### config.mk
export PLATFORM = sky130hd
export DESIGN_NAME = frame_time_window_stats_flat
export DESIGN_NICKNAME = d
export VERILOG_FILES = /design/src/hdl/fts_pkg.sv /design/src/hdl/fts_in_if.sv /design/src/hdl/fts_out_if.sv /design/src/hdl/fts_ram.sv /design/src/hdl/fts_div.sv /design/src/hdl/frame_time_window_stats.sv /design/src/flat_wrapper.sv
export SDC_FILE = /design/constraint.sdc
export NUM_CORES = 2
export LEC_CHECK = 0
export BUFFER_PORTS_ARGS = -buffer_cell sky130_fd_sc_hd__clkbuf_2
export CAP_MARGIN = 20
export CORE_MARGIN = 5
export CORE_UTILIZATION = 55
export CTS_CLUSTER_SIZE = 8
export DETAILED_ROUTE_END_ITERATION = 12
export GPL_TIMING_DRIVEN = 0
export PLACE_DENSITY = 0.79
export SLEW_MARGIN = 10
export SYNTH_ARGS = -nofsm -noshare
export SYNTH_HDL_FRONTEND = slang
export SYNTH_SLANG_ARGS = --single-unit
### constraint.sdc
create_clock -name i_clk -period 9.8 [get_ports i_clk]
set_clock_uncertainty 0.1 [all_clocks]
set_input_delay 1.47 -clock i_clk [delete_from_list [all_inputs] [get_ports i_clk]]
set_output_delay 1.47 -clock i_clk [all_outputs]
set_load 0.1 [all_outputs]
### src/hdl/fts_pkg.sv
// ============================================================================
// fts_pkg: shared types and constants for the frame time window statistics
// Field widths, scaling constants, channel word layouts and sequencer codes.
// ============================================================================
package fts_pkg;

    localparam int US_W       = 31;
    localparam int MS_W       = 22;
    localparam int RATE_W     = 17;
    localparam int US_PER_MS  = 1000;
    localparam int RATE_SCALE = 100000;

    // Reciprocal of US_PER_MS, ceil(2**MS_SHIFT / 1000). The product with any
    // 31-bit time, shifted right by MS_SHIFT, is the truncated quotient.
    localparam int          MS_SHIFT = 41;
    localparam logic [31:0] MS_RECIP = 32'd2199023256;

    localparam int HISTORY_DEPTH_DEF = 64;
    localparam int RECENT_FRAMES_DEF = 10;

    typedef struct packed {
        logic [US_W-1:0] elapsed_us;
    } t_in_word;

    typedef struct packed {
        logic [RATE_W-1:0] rate_recent;
        logic [RATE_W-1:0] rate_min;
        logic [RATE_W-1:0] rate_avg;
        logic [RATE_W-1:0] rate_max;
    } t_out_word;

    typedef enum logic [2:0] {
        S_CLEAR,
        S_IDLE,
        S_CONV,
        S_WRITE,
        S_SCAN,
        S_DRAIN,
        S_DIV,
        S_DONE
    } t_state;

    typedef enum logic [1:0] {
        DIV_RECENT,
        DIV_MIN,
        DIV_AVG,
        DIV_MAX
    } t_div_sel;

endpackage

### src/hdl/fts_in_if.sv
// ============================================================================
// fts_in_if: input channel carrying one frame time word
// Valid/ready handshake with the elapsed microseconds as payload.
// ============================================================================
interface fts_in_if;
    import fts_pkg::*;

    logic     valid;
    logic     ready;
    t_in_word data;

    modport source (output valid, output data, input ready);
    modport sink (input valid, input data, output ready);
endinterface

### src/hdl/fts_out_if.sv
// ============================================================================
// fts_out_if: output channel carrying one word of four frame rates
// Valid/ready handshake with the rate word as payload.
// ============================================================================
interface fts_out_if;
    import fts_pkg::*;

    logic      valid;
    logic      ready;
    t_out_word data;

    modport source (output valid, output data, input ready);
    modport sink (input valid, input data, output ready);
endinterface

### src/hdl/fts_ram.sv
// ============================================================================
// fts_ram: generic simple dual-port RAM
// One write port, one read port, read data registered.
// ============================================================================
module fts_ram #(
    parameter int WIDTH = 22,
    parameter int DEPTH = 64
) (
    input  logic                     i_clk,
    input  logic                     i_we,
    input  logic [$clog2(DEPTH)-1:0] i_waddr,
    input  logic [WIDTH-1:0]         i_wdata,
    input  logic [$clog2(DEPTH)-1:0] i_raddr,
    output logic [WIDTH-1:0]         o_rdata
);
    logic [WIDTH-1:0] r_mem [DEPTH];
    logic [WIDTH-1:0] r_rdata;

    always_ff @(posedge i_clk) begin
        if (i_we) begin
            r_mem[i_waddr] <= i_wdata;
        end
        r_rdata <= r_mem[i_raddr];
    end

    assign o_rdata = r_rdata;
endmodule

### src/hdl/fts_div.sv
// ============================================================================
// fts_div: serial restoring divider
// Produces one quotient bit per cycle; done pulses when the quotient is valid.
// ============================================================================
module fts_div #(
    parameter int NUM_W = 31,
    parameter int DEN_W = 28
) (
    input  logic             i_clk,
    input  logic             i_rst_n,
    input  logic             i_start,
    input  logic [NUM_W-1:0] i_num,
    input  logic [DEN_W-1:0] i_den,
    output logic             o_done,
    output logic [NUM_W-1:0] o_quo
);
    localparam int CNT_W = $clog2(NUM_W + 1);

    logic             r_busy;
    logic             r_done;
    logic [CNT_W-1:0] r_cnt;
    logic [NUM_W-1:0] r_num;
    logic [DEN_W-1:0] r_rem;
    logic [DEN_W-1:0] r_den;
    logic [DEN_W:0]   w_sh;
    logic [DEN_W:0]   w_diff;
    logic             w_ge;

    // The remainder stays below the divisor, so the shifted value fits one extra bit.
    always_comb begin
        w_sh   = {r_rem, r_num[NUM_W-1]};
        w_ge   = (w_sh >= {1'b0, r_den});
        w_diff = w_sh - {1'b0, r_den};
    end

    always_ff @(posedge i_clk) begin
        if (!i_rst_n) begin
            r_busy <= 1'b0;
            r_done <= 1'b0;
            r_cnt  <= '0;
        end else begin
            r_done <= 1'b0;
            if (i_start) begin
                r_busy <= 1'b1;
                r_cnt  <= CNT_W'(NUM_W);
            end else if (r_busy) begin
                r_cnt <= r_cnt - 1'b1;
                if (r_cnt == CNT_W'(1)) begin
                    r_busy <= 1'b0;
                    r_done <= 1'b1;
                end
            end
        end
    end

    always_ff @(posedge i_clk) begin
        if (i_start) begin
            r_num <= i_num;
            r_rem <= '0;
            r_den <= i_den;
        end else if (r_busy) begin
            r_rem <= w_ge ? w_diff[DEN_W-1:0] : w_sh[DEN_W-1:0];
            r_num <= {r_num[NUM_W-2:0], w_ge};
        end
    end

    assign o_done = r_done;
    assign o_quo  = r_num;
endmodule

### src/hdl/frame_time_window_stats.sv
// ============================================================================
// frame_time_window_stats: sliding window frame rate statistics
// Keeps a ring of frame times in milliseconds and reports recent, average,
// minimum and maximum frame rates in hundredths of frames per second.
// ============================================================================
//
//  Channel   Dir  Word        Contents
//  i_frame   in   t_in_word   elapsed_us: microseconds since the last frame
//  o_rates   out  t_out_word  rate_recent, rate_min, rate_avg, rate_max
//
// The time from acceptance until i_frame.ready rises again is set by the
// single serial divider, used four times for the rates, and by the single
// read port of the ring RAM during the scan; the millisecond conversion is
// one combinational reciprocal multiplication. After reset the block writes
// ones into every ring slot and holds i_frame.ready low until that pass is
// over. A result that is not taken waits in the output register; the next
// frame word is accepted meanwhile and its result holds in the sequencer
// until that register is free.
//
module frame_time_window_stats #(
    parameter int HISTORY_DEPTH = fts_pkg::HISTORY_DEPTH_DEF,
    parameter int RECENT_FRAMES = fts_pkg::RECENT_FRAMES_DEF
) (
    input  logic      i_clk,
    input  logic      i_rst_n,
    fts_in_if.sink    i_frame,
    fts_out_if.source o_rates
);
    import fts_pkg::*;

    // Ring address, scan counter and accumulator widths.
    localparam int AW     = $clog2(HISTORY_DEPTH);
    localparam int CW     = $clog2(HISTORY_DEPTH + RECENT_FRAMES);
    localparam int TOT_W  = AW + MS_W;
    localparam int RSUM_W = $clog2(RECENT_FRAMES + 1) + MS_W;
    localparam int DEN_W  = (TOT_W > RSUM_W) ? TOT_W : RSUM_W;
    localparam int CNT_MX = (HISTORY_DEPTH > RECENT_FRAMES) ? HISTORY_DEPTH : RECENT_FRAMES;
    localparam int NUM_W  = $clog2(CNT_MX * RATE_SCALE + 1);
    localparam int PROD_W = US_W + $bits(MS_RECIP);

    localparam logic [AW-1:0] LAST_SLOT     = AW'(HISTORY_DEPTH - 1);
    localparam logic [CW-1:0] SCAN_TOT      = CW'(HISTORY_DEPTH);
    localparam logic [CW-1:0] SCAN_TOT_LAST = CW'(HISTORY_DEPTH - 1);
    localparam logic [CW-1:0] SCAN_LAST     = CW'(HISTORY_DEPTH + RECENT_FRAMES - 1);

    t_state            r_state, n_state;
    logic [AW-1:0]     r_addr, n_addr;
    logic [AW-1:0]     r_slot, n_slot;
    logic [CW-1:0]     r_cnt, n_cnt;
    logic [MS_W-1:0]   r_ms, n_ms;
    logic [US_W-1:0]   r_us;
    t_div_sel          r_sel, n_sel;
    logic              r_div_wait, n_div_wait;
    logic              r_rd_vld;
    logic              r_rd_tot;
    logic [TOT_W-1:0]  r_total;
    logic [RSUM_W-1:0] r_recent;
    logic [MS_W-1:0]   r_lo;
    logic [MS_W-1:0]   r_hi;
    t_out_word         r_res;
    t_out_word         r_out;
    logic              r_out_valid;

    logic              w_accept;
    logic              w_out_free;
    logic              w_rd_issue;
    logic              w_ram_we;
    logic [AW-1:0]     w_ram_waddr;
    logic [MS_W-1:0]   w_ram_wdata;
    logic [MS_W-1:0]   w_ram_rdata;
    logic              w_div_start;
    logic [NUM_W-1:0]  w_div_num;
    logic [DEN_W-1:0]  w_div_den;
    logic              w_div_done;
    logic [NUM_W-1:0]  w_div_quo;
    logic [PROD_W-1:0] w_ms_prod;
    logic [MS_W-1:0]   w_ms_quo;

    fts_ram #(
        .WIDTH (MS_W),
        .DEPTH (HISTORY_DEPTH)
    ) u_ring (
        .i_clk   (i_clk),
        .i_we    (w_ram_we),
        .i_waddr (w_ram_waddr),
        .i_wdata (w_ram_wdata),
        .i_raddr (r_addr),
        .o_rdata (w_ram_rdata)
    );

    fts_div #(
        .NUM_W (NUM_W),
        .DEN_W (DEN_W)
    ) u_div (
        .i_clk   (i_clk),
        .i_rst_n (i_rst_n),
        .i_start (w_div_start),
        .i_num   (w_div_num),
        .i_den   (w_div_den),
        .o_done  (w_div_done),
        .o_quo   (w_div_quo)
    );

    assign i_frame.ready = (r_state == S_IDLE);
    assign w_accept      = i_frame.valid && (r_state == S_IDLE);
    assign w_out_free    = !r_out_valid || o_rates.ready;
    assign o_rates.valid = r_out_valid;
    assign o_rates.data  = r_out;

    // Whole milliseconds of the held frame time by reciprocal multiplication;
    // the upper product bits are the truncated quotient by 1000.
    assign w_ms_prod = r_us * MS_RECIP;
    assign w_ms_quo  = w_ms_prod[MS_SHIFT +: MS_W];

    // Divider operands for the rate selected by the sequencer. Every divisor
    // is at least its count.
    always_comb begin
        case (r_sel)
            DIV_RECENT: begin
                w_div_num = NUM_W'(RECENT_FRAMES * RATE_SCALE);
                w_div_den = DEN_W'(r_recent);
            end
            DIV_MIN: begin
                w_div_num = NUM_W'(RATE_SCALE);
                w_div_den = DEN_W'(r_hi);
            end
            DIV_AVG: begin
                w_div_num = NUM_W'(HISTORY_DEPTH * RATE_SCALE);
                w_div_den = DEN_W'(r_total);
            end
            DIV_MAX: begin
                w_div_num = NUM_W'(RATE_SCALE);
                w_div_den = DEN_W'(r_lo);
            end
            default: begin
                w_div_num = NUM_W'(RATE_SCALE);
                w_div_den = DEN_W'(r_lo);
            end
        endcase
    end

    // Sequencer. The scan first reads the whole ring in address order for the
    // total, minimum and maximum, then walks backward from the newest slot for
    // the recent window, so a window longer than the ring wraps as it should.
    always_comb begin
        n_state     = r_state;
        n_addr      = r_addr;
        n_slot      = r_slot;
        n_cnt       = r_cnt;
        n_ms        = r_ms;
        n_sel       = r_sel;
        n_div_wait  = r_div_wait;
        w_rd_issue  = 1'b0;
        w_ram_we    = 1'b0;
        w_ram_waddr = r_slot;
        w_ram_wdata = r_ms;
        w_div_start = 1'b0;
        case (r_state)
            S_CLEAR: begin
                w_ram_we    = 1'b1;
                w_ram_waddr = r_addr;
                w_ram_wdata = MS_W'(1);
                if (r_addr == LAST_SLOT) begin
                    n_addr  = '0;
                    n_state = S_IDLE;
                end else begin
                    n_addr = r_addr + 1'b1;
                end
            end
            S_IDLE: begin
                if (w_accept) begin
                    n_state = S_CONV;
                end
            end
            S_CONV: begin
                // Frames shorter than one millisecond count as one.
                if (w_ms_quo == '0) begin
                    n_ms = MS_W'(1);
                end else begin
                    n_ms = w_ms_quo;
                end
                n_slot  = (r_slot == LAST_SLOT) ? '0 : r_slot + 1'b1;
                n_state = S_WRITE;
            end
            S_WRITE: begin
                w_ram_we = 1'b1;
                n_addr   = '0;
                n_cnt    = '0;
                n_state  = S_SCAN;
            end
            S_SCAN: begin
                w_rd_issue = 1'b1;
                n_cnt      = r_cnt + 1'b1;
                if (r_cnt == SCAN_TOT_LAST) begin
                    n_addr = r_slot;
                end else if (r_cnt < SCAN_TOT_LAST) begin
                    n_addr = r_addr + 1'b1;
                end else begin
                    n_addr = (r_addr == '0) ? LAST_SLOT : r_addr - 1'b1;
                end
                if (r_cnt == SCAN_LAST) begin
                    n_state = S_DRAIN;
                end
            end
            S_DRAIN: begin
                n_sel      = DIV_RECENT;
                n_div_wait = 1'b0;
                n_state    = S_DIV;
            end
            S_DIV: begin
                if (!r_div_wait) begin
                    w_div_start = 1'b1;
                    n_div_wait  = 1'b1;
                end else if (w_div_done) begin
                    n_div_wait = 1'b0;
                    case (r_sel)
                        DIV_RECENT: n_sel = DIV_MIN;
                        DIV_MIN:    n_sel = DIV_AVG;
                        DIV_AVG:    n_sel = DIV_MAX;
                        default:    n_state = S_DONE;
                    endcase
                end
            end
            S_DONE: begin
                if (w_out_free) begin
                    n_state = S_IDLE;
                end
            end
            default: begin
                n_state = S_IDLE;
            end
        endcase
    end

    always_ff @(posedge i_clk) begin
        if (!i_rst_n) begin
            r_state     <= S_CLEAR;
            r_addr      <= '0;
            r_slot      <= '0;
            r_cnt       <= '0;
            r_sel       <= DIV_RECENT;
            r_div_wait  <= 1'b0;
            r_rd_vld    <= 1'b0;
            r_out_valid <= 1'b0;
        end else begin
            r_state    <= n_state;
            r_addr     <= n_addr;
            r_slot     <= n_slot;
            r_cnt      <= n_cnt;
            r_sel      <= n_sel;
            r_div_wait <= n_div_wait;
            r_rd_vld   <= w_rd_issue;
            if ((r_state == S_DONE) && w_out_free) begin
                r_out_valid <= 1'b1;
            end else if (o_rates.ready) begin
                r_out_valid <= 1'b0;
            end
        end
    end

    // Accumulators take the registered read data in the cycle after each scan read.
    always_ff @(posedge i_clk) begin
        r_ms     <= n_ms;
        r_rd_tot <= (r_cnt < SCAN_TOT);
        if (w_accept) begin
            r_us <= i_frame.data.elapsed_us;
        end
        if (r_state == S_WRITE) begin
            r_total  <= '0;
            r_recent <= '0;
            r_lo     <= '1;
            r_hi     <= '0;
        end else if (r_rd_vld) begin
            if (r_rd_tot) begin
                r_total <= r_total + TOT_W'(w_ram_rdata);
                if (w_ram_rdata < r_lo) begin
                    r_lo <= w_ram_rdata;
                end
                if (w_ram_rdata > r_hi) begin
                    r_hi <= w_ram_rdata;
                end
            end else begin
                r_recent <= r_recent + RSUM_W'(w_ram_rdata);
            end
        end
        if ((r_state == S_DIV) && r_div_wait && w_div_done) begin
            case (r_sel)
                DIV_RECENT: r_res.rate_recent <= w_div_quo[RATE_W-1:0];
                DIV_MIN:    r_res.rate_min    <= w_div_quo[RATE_W-1:0];
                DIV_AVG:    r_res.rate_avg    <= w_div_quo[RATE_W-1:0];
                default:    r_res.rate_max    <= w_div_quo[RATE_W-1:0];
            endcase
        end
        if ((r_state == S_DONE) && w_out_free) begin
            r_out <= r_res;
        end
    end

    // An accepted word always starts the millisecond conversion.
    a_accept_conv: assert property (@(posedge i_clk) disable iff (!i_rst_n)
        w_accept |=> (r_state == S_CONV))
        else $error("accepted frame word did not enter conversion");

    // Every ring entry is at least one, so the total covers the depth.
    a_total_floor: assert property (@(posedge i_clk) disable iff (!i_rst_n)
        (r_state == S_DIV) |-> (r_total >= TOT_W'(HISTORY_DEPTH)))
        else $error("ring total below depth after scan");

    // The scan must leave the shortest frame nonzero and no longer than the longest.
    a_lo_hi: assert property (@(posedge i_clk) disable iff (!i_rst_n)
        (r_state == S_DIV) |-> (r_lo <= r_hi) && (r_lo != '0))
        else $error("minimum and maximum frame times out of order");

    // The divider only reports while the sequencer waits for it.
    a_div_done: assert property (@(posedge i_clk) disable iff (!i_rst_n)
        w_div_done |-> ((r_state == S_DIV) && r_div_wait))
        else $error("divider finished outside a division step");

endmodule
### src/flat_wrapper.sv
// flat-port wrapper written by rule: the top's interface ports become plain ports
module frame_time_window_stats_flat import fts_pkg::*;
#(
    parameter int HISTORY_DEPTH = fts_pkg::HISTORY_DEPTH_DEF,
    parameter int RECENT_FRAMES = fts_pkg::RECENT_FRAMES_DEF
)
  (i_clk, i_rst_n, i_frame_valid, i_frame_data, i_frame_ready, o_rates_valid, o_rates_data, o_rates_ready);
  fts_in_if i_frame_i ();
  fts_out_if o_rates_i ();
  input  logic i_clk;
  input  logic i_rst_n;
  input wire logic [$bits(i_frame_i.valid)-1:0] i_frame_valid;
  input wire logic [$bits(i_frame_i.data)-1:0] i_frame_data;
  output wire logic [$bits(i_frame_i.ready)-1:0] i_frame_ready;
  output wire logic [$bits(o_rates_i.valid)-1:0] o_rates_valid;
  output wire logic [$bits(o_rates_i.data)-1:0] o_rates_data;
  input wire logic [$bits(o_rates_i.ready)-1:0] o_rates_ready;
  assign i_frame_i.valid = i_frame_valid;
  assign i_frame_i.data = i_frame_data;
  assign i_frame_ready = i_frame_i.ready;
  assign o_rates_valid = o_rates_i.valid;
  assign o_rates_data = o_rates_i.data;
  assign o_rates_i.ready = o_rates_ready;
  frame_time_window_stats #(.HISTORY_DEPTH(HISTORY_DEPTH), .RECENT_FRAMES(RECENT_FRAMES)) u_core (.i_clk(i_clk), .i_rst_n(i_rst_n), .i_frame(i_frame_i), .o_rates(o_rates_i));
endmodule
==> results.sh <==
export IMPL_tns_ns=0
export IMPL_vias_per_cell=6.45
export IMPL_top_layer="met5"
export IMPL_area_delta_synth_final_pct=14.0
export IMPL_switching_power_mw=5.35
export IMPL_drc=0
export IMPL_r2r_start="u_core.r_us[21]$_DFFE_PP_"
export IMPL_route_layer_met1_wl_um=84500
export IMPL_grt_pass1_wl_um=351000
export IMPL_setup_viol=0
export IMPL_crit_type="flop to flop"
export IMPL_start_util_pct=55.3
export IMPL_internal_power_mw=15.0
export IMPL_period_needed_ns=8.63
export IMPL_drive_gt1_share_pct=17.9
export IMPL_synth_cells=5432
export IMPL_peakVddDrop_mv=0.215
export IMPL_cts_resized=0
export IMPL_final_util_pct=63.1
export IMPL_insertion_delay_ns=0.91
export IMPL_static_leakage_power_nw=37.6
export IMPL_cts_sinks=1831
export IMPL_dr_pass1_iters=9
export IMPL_htreeDepth=5
export IMPL_yosysWarnings=0
export IMPL_startpoint="u_core.r_us[21]$_DFFE_PP_"
export IMPL_grt_max_degree=65
export IMPL_period_share_pct=88.0
export IMPL_placedCellCount=7648
export IMPL_p_per_area_nw_per_um2=204
export IMPL_dieArea_um2=168000
export IMPL_seqCellArea_um2=53200
export IMPL_crit_arrival_ns=9.12
export IMPL_power_share_combinational_pct=15.6
export IMPL_synth_area_per_cell_um2=16.1
export IMPL_gp_congestion=0.930
export IMPL_yosysTopAreaCellShare_pct=56.4
export IMPL_cts_tree="yes"
export IMPL_vias=51800
export IMPL_synth_edf_count=1648
export IMPL_final_cells=8026
export IMPL_die_y_um=409
export IMPL_synth_flop_cell="edfxtp_1"
export IMPL_synthTopCellsByCount="edfxtp_1, inv_1, ha_1"
export IMPL_setup_slack_ns=1.17
export IMPL_cp_required_ns=10.29
export IMPL_ys_seq_elements=1831
export IMPL_nets=6718
export IMPL_synthMuxAreaShare_pct=12.7
export IMPL_max_freq_mhz=116
export IMPL_post_cts_buffers=0
export IMPL_relSlewSlack_pct=19.9
export IMPL_core_rowCount=146
export IMPL_yosys_area_top_type="edfxtp_1"
export IMPL_ctsHoldBuffers=0
export IMPL_hold_violations=0
export IMPL_wl_per_cell_um=29.9
export IMPL_grt_usage_pct=28.5
export IMPL_place_ws_ns=0.993
export IMPL_ant_nets=0
export IMPL_wl_met3_um=25900
export IMPL_die_x_um=409
export IMPL_seqPwrFrac_pct=42.9
export IMPL_drtIter0Drc=7132
export IMPL_critPathCaptureType="flop"
export IMPL_multiInputGateArea_um2=31900
export IMPL_routed_wl_um=240000
export IMPL_synth_adder_area_share_pct=13.9
export IMPL_min_from="u_core.r_res[16]$_DFFE_PP_"
export IMPL_ios=105
export IMPL_grt_pass1_vias=53000
export IMPL_drv_cap=0
export IMPL_synth_top_family_by_area="adder cells"
export IMPL_netSwitchingFraction_pct=26.3
export IMPL_antenna_found_initial=18
export IMPL_num_fill_cells=10600
export IMPL_syn_nets=6265
export IMPL_netlist_area_um2=87700
export IMPL_synthXorXnorAreaFrac_pct=0.889
export IMPL_critPathLaunchType="flop"
export IMPL_core_area_um2=159000
export IMPL_synthTopCellsByArea="edfxtp_1, mux4_2, ha_1, fa_1, dfxtp_1"
export IMPL_synth_compound_area_share_pct=4.32
export IMPL_worstHoldPathType="flop to flop"
export IMPL_port_buffers=104
export IMPL_cts_root_buf="clkbuf_16"
export IMPL_worstMarginPinSlew_ns=1.20
export IMPL_dpl_hpwl_um=151000
export IMPL_ys_async_sr_fraction_pct=0
export IMPL_path_max_fanout=10
export IMPL_ys_seq_area_share_pct=60.6
export IMPL_post_synth_top_count_cell="edfxtp_1"
export IMPL_grt_overflow=0
export IMPL_wl_met2_um=115000
export IMPL_status="finished clean"
export IMPL_rsz0062_at_grt="false"
export IMPL_clockBufferDepth=4
export IMPL_pwr_share_clk_pct=41.6
export IMPL_slew_violations=0
export IMPL_cts_buffers=280
export IMPL_synth_simple_area_share_pct=3.94
export IMPL_ys_types=88
export IMPL_clk_pin_slew_worst_paths_ns=0.05
-- state kept, by name, summed over array words and instances (netlist names), 2 cells and up --
name                   cells
u_core.o_rates.data       68
u_core.r_addr              6
u_core.r_cnt               7
u_core.r_hi               22
u_core.r_lo               22
u_core.r_ms               22
u_core.r_recent           26
u_core.r_res              68
u_core.r_sel               2
u_core.r_slot              6
u_core.r_state             3
u_core.r_total            28
u_core.r_us               31
u_core.u_div.o_quo        23
u_core.u_div.r_cnt         5
u_core.u_div.r_den        28
u_core.u_div.r_rem        28
u_core.u_ring.o_rdata     22
u_core.u_ring.r_mem     1408
-- routing by layer --
| metal | vias up | track usage [%] |
|---|---|---|
| met3 | 793 | 7.31 |
| li1 | 21300 | - |
| met1 | 26100 | 36.0 |
| met2 | 3553 | 46.0 |
| met5 | - | 0 |
| met4 | 22 | 14.8 |
-- final timing paths --
kind / end / slack [ns] / cells after the start
worst max-delay path: u_core.r_ms[0]$_SDFFCE_PN1P_ / 1.17 / 26
worst min-delay path: u_core.o_rates.data[16]$_DFFE_PP_ / 0.29 / 0
worst max register to register: u_core.r_ms[0]$_SDFFCE_PN1P_ / 1.17 / 26
worst min register to register: u_core.o_rates.data[16]$_DFFE_PP_ / 0.29 / 0
-- metrics by stage --
step           power [mW]  hold WS, ns  cell area, um2
6_report             20.4        0.290          100000
5_1_grt              21.0        0.299          100000
4_1_cts              20.3        0.292           99600
3_5_place_dp         11.9        0.305           92200
3_3_place_gp         11.8        0.300           90800
2_1_floorplan        10.9        0.300           87700
-- power by group through the flow --
| stage | combinational (mW) | sequential (mW) | clock, mW |
|---|---|---|---|
| floorplan | 2.10 | 8.82 | 0 |
| global placement | 2.93 | 8.87 | 0 |
| detailed placement | 3.04 | 8.87 | 0 |
| CTS | 3.11 | 8.73 | 8.50 |
| global route | 3.42 | 8.73 | 8.87 |
| finish | 3.17 | 8.73 | 8.47 |
-- placed cells by master (no fill, tap or decap), drive strengths merged, types with 19 or more instances in the layout --
cell / instances
o21ai: 124
nand3: 52
xnor2: 58
mux4: 462
o211ai: 32
nand2: 249
dfxtp: 183
and2: 48
o21a: 19
nor2: 212
a21o: 66
clkbuf: 576
edfxtp: 1648
a21oi: 187
nor3: 45
ha: 508
xor2: 31
a222oi: 22
buf: 117
nand4: 29
fa: 290
inv: 664
mux2i: 75
nand2b: 20
a31oi: 22
or3: 22
-- worst max-delay path, cell delays in order (launching register included) --
cell       delay (ns)
edfxtp_1         0.78
ha_1             0.38
fa_1             0.41
fa_1             0.49
inv_1            0.05
fa_1             0.47
inv_1            0.05
fa_1             0.49
inv_1            0.06
fa_1             0.54
inv_1            0.06
fa_1             0.48
inv_1            0.05
fa_1             0.48
inv_1            0.04
ha_1             0.32
and3_1           0.30
nand2_1          0.13
a2111oi_0        0.70
clkbuf_1         0.21
nand3_1          0.10
o221ai_2         0.38
o41ai_4          0.17
o311ai_0         0.73
nor3_1           0.14
nand4_1          0.15
o41ai_2          0.07
-- cell type report --
class	count	share of cell area [%]
Antenna cell	4	0.0100
Buffer	186	0.737
Clock buffer	336	7.30
Clock inverter	11	0.126
Inverter	661	2.48
Multi-Input combinational cell	2754	31.9
Sequential cell	1831	53.2
Tap cell	2072	2.59
Timing Repair Buffer	171	1.71
-- cell families (layout without fill, tap and decap cells) --
group           count (synthesis)  in the layout
xor+xnor                       89             89
mux                           538            538
flops                        1831           1831
simple gates                  743            743
buf+inv                       847           1365
other cells                     0              4
compound gates                586            586
fa+ha+maj                     798            798
No activity file was read; power rests on OpenSTA's default activity.
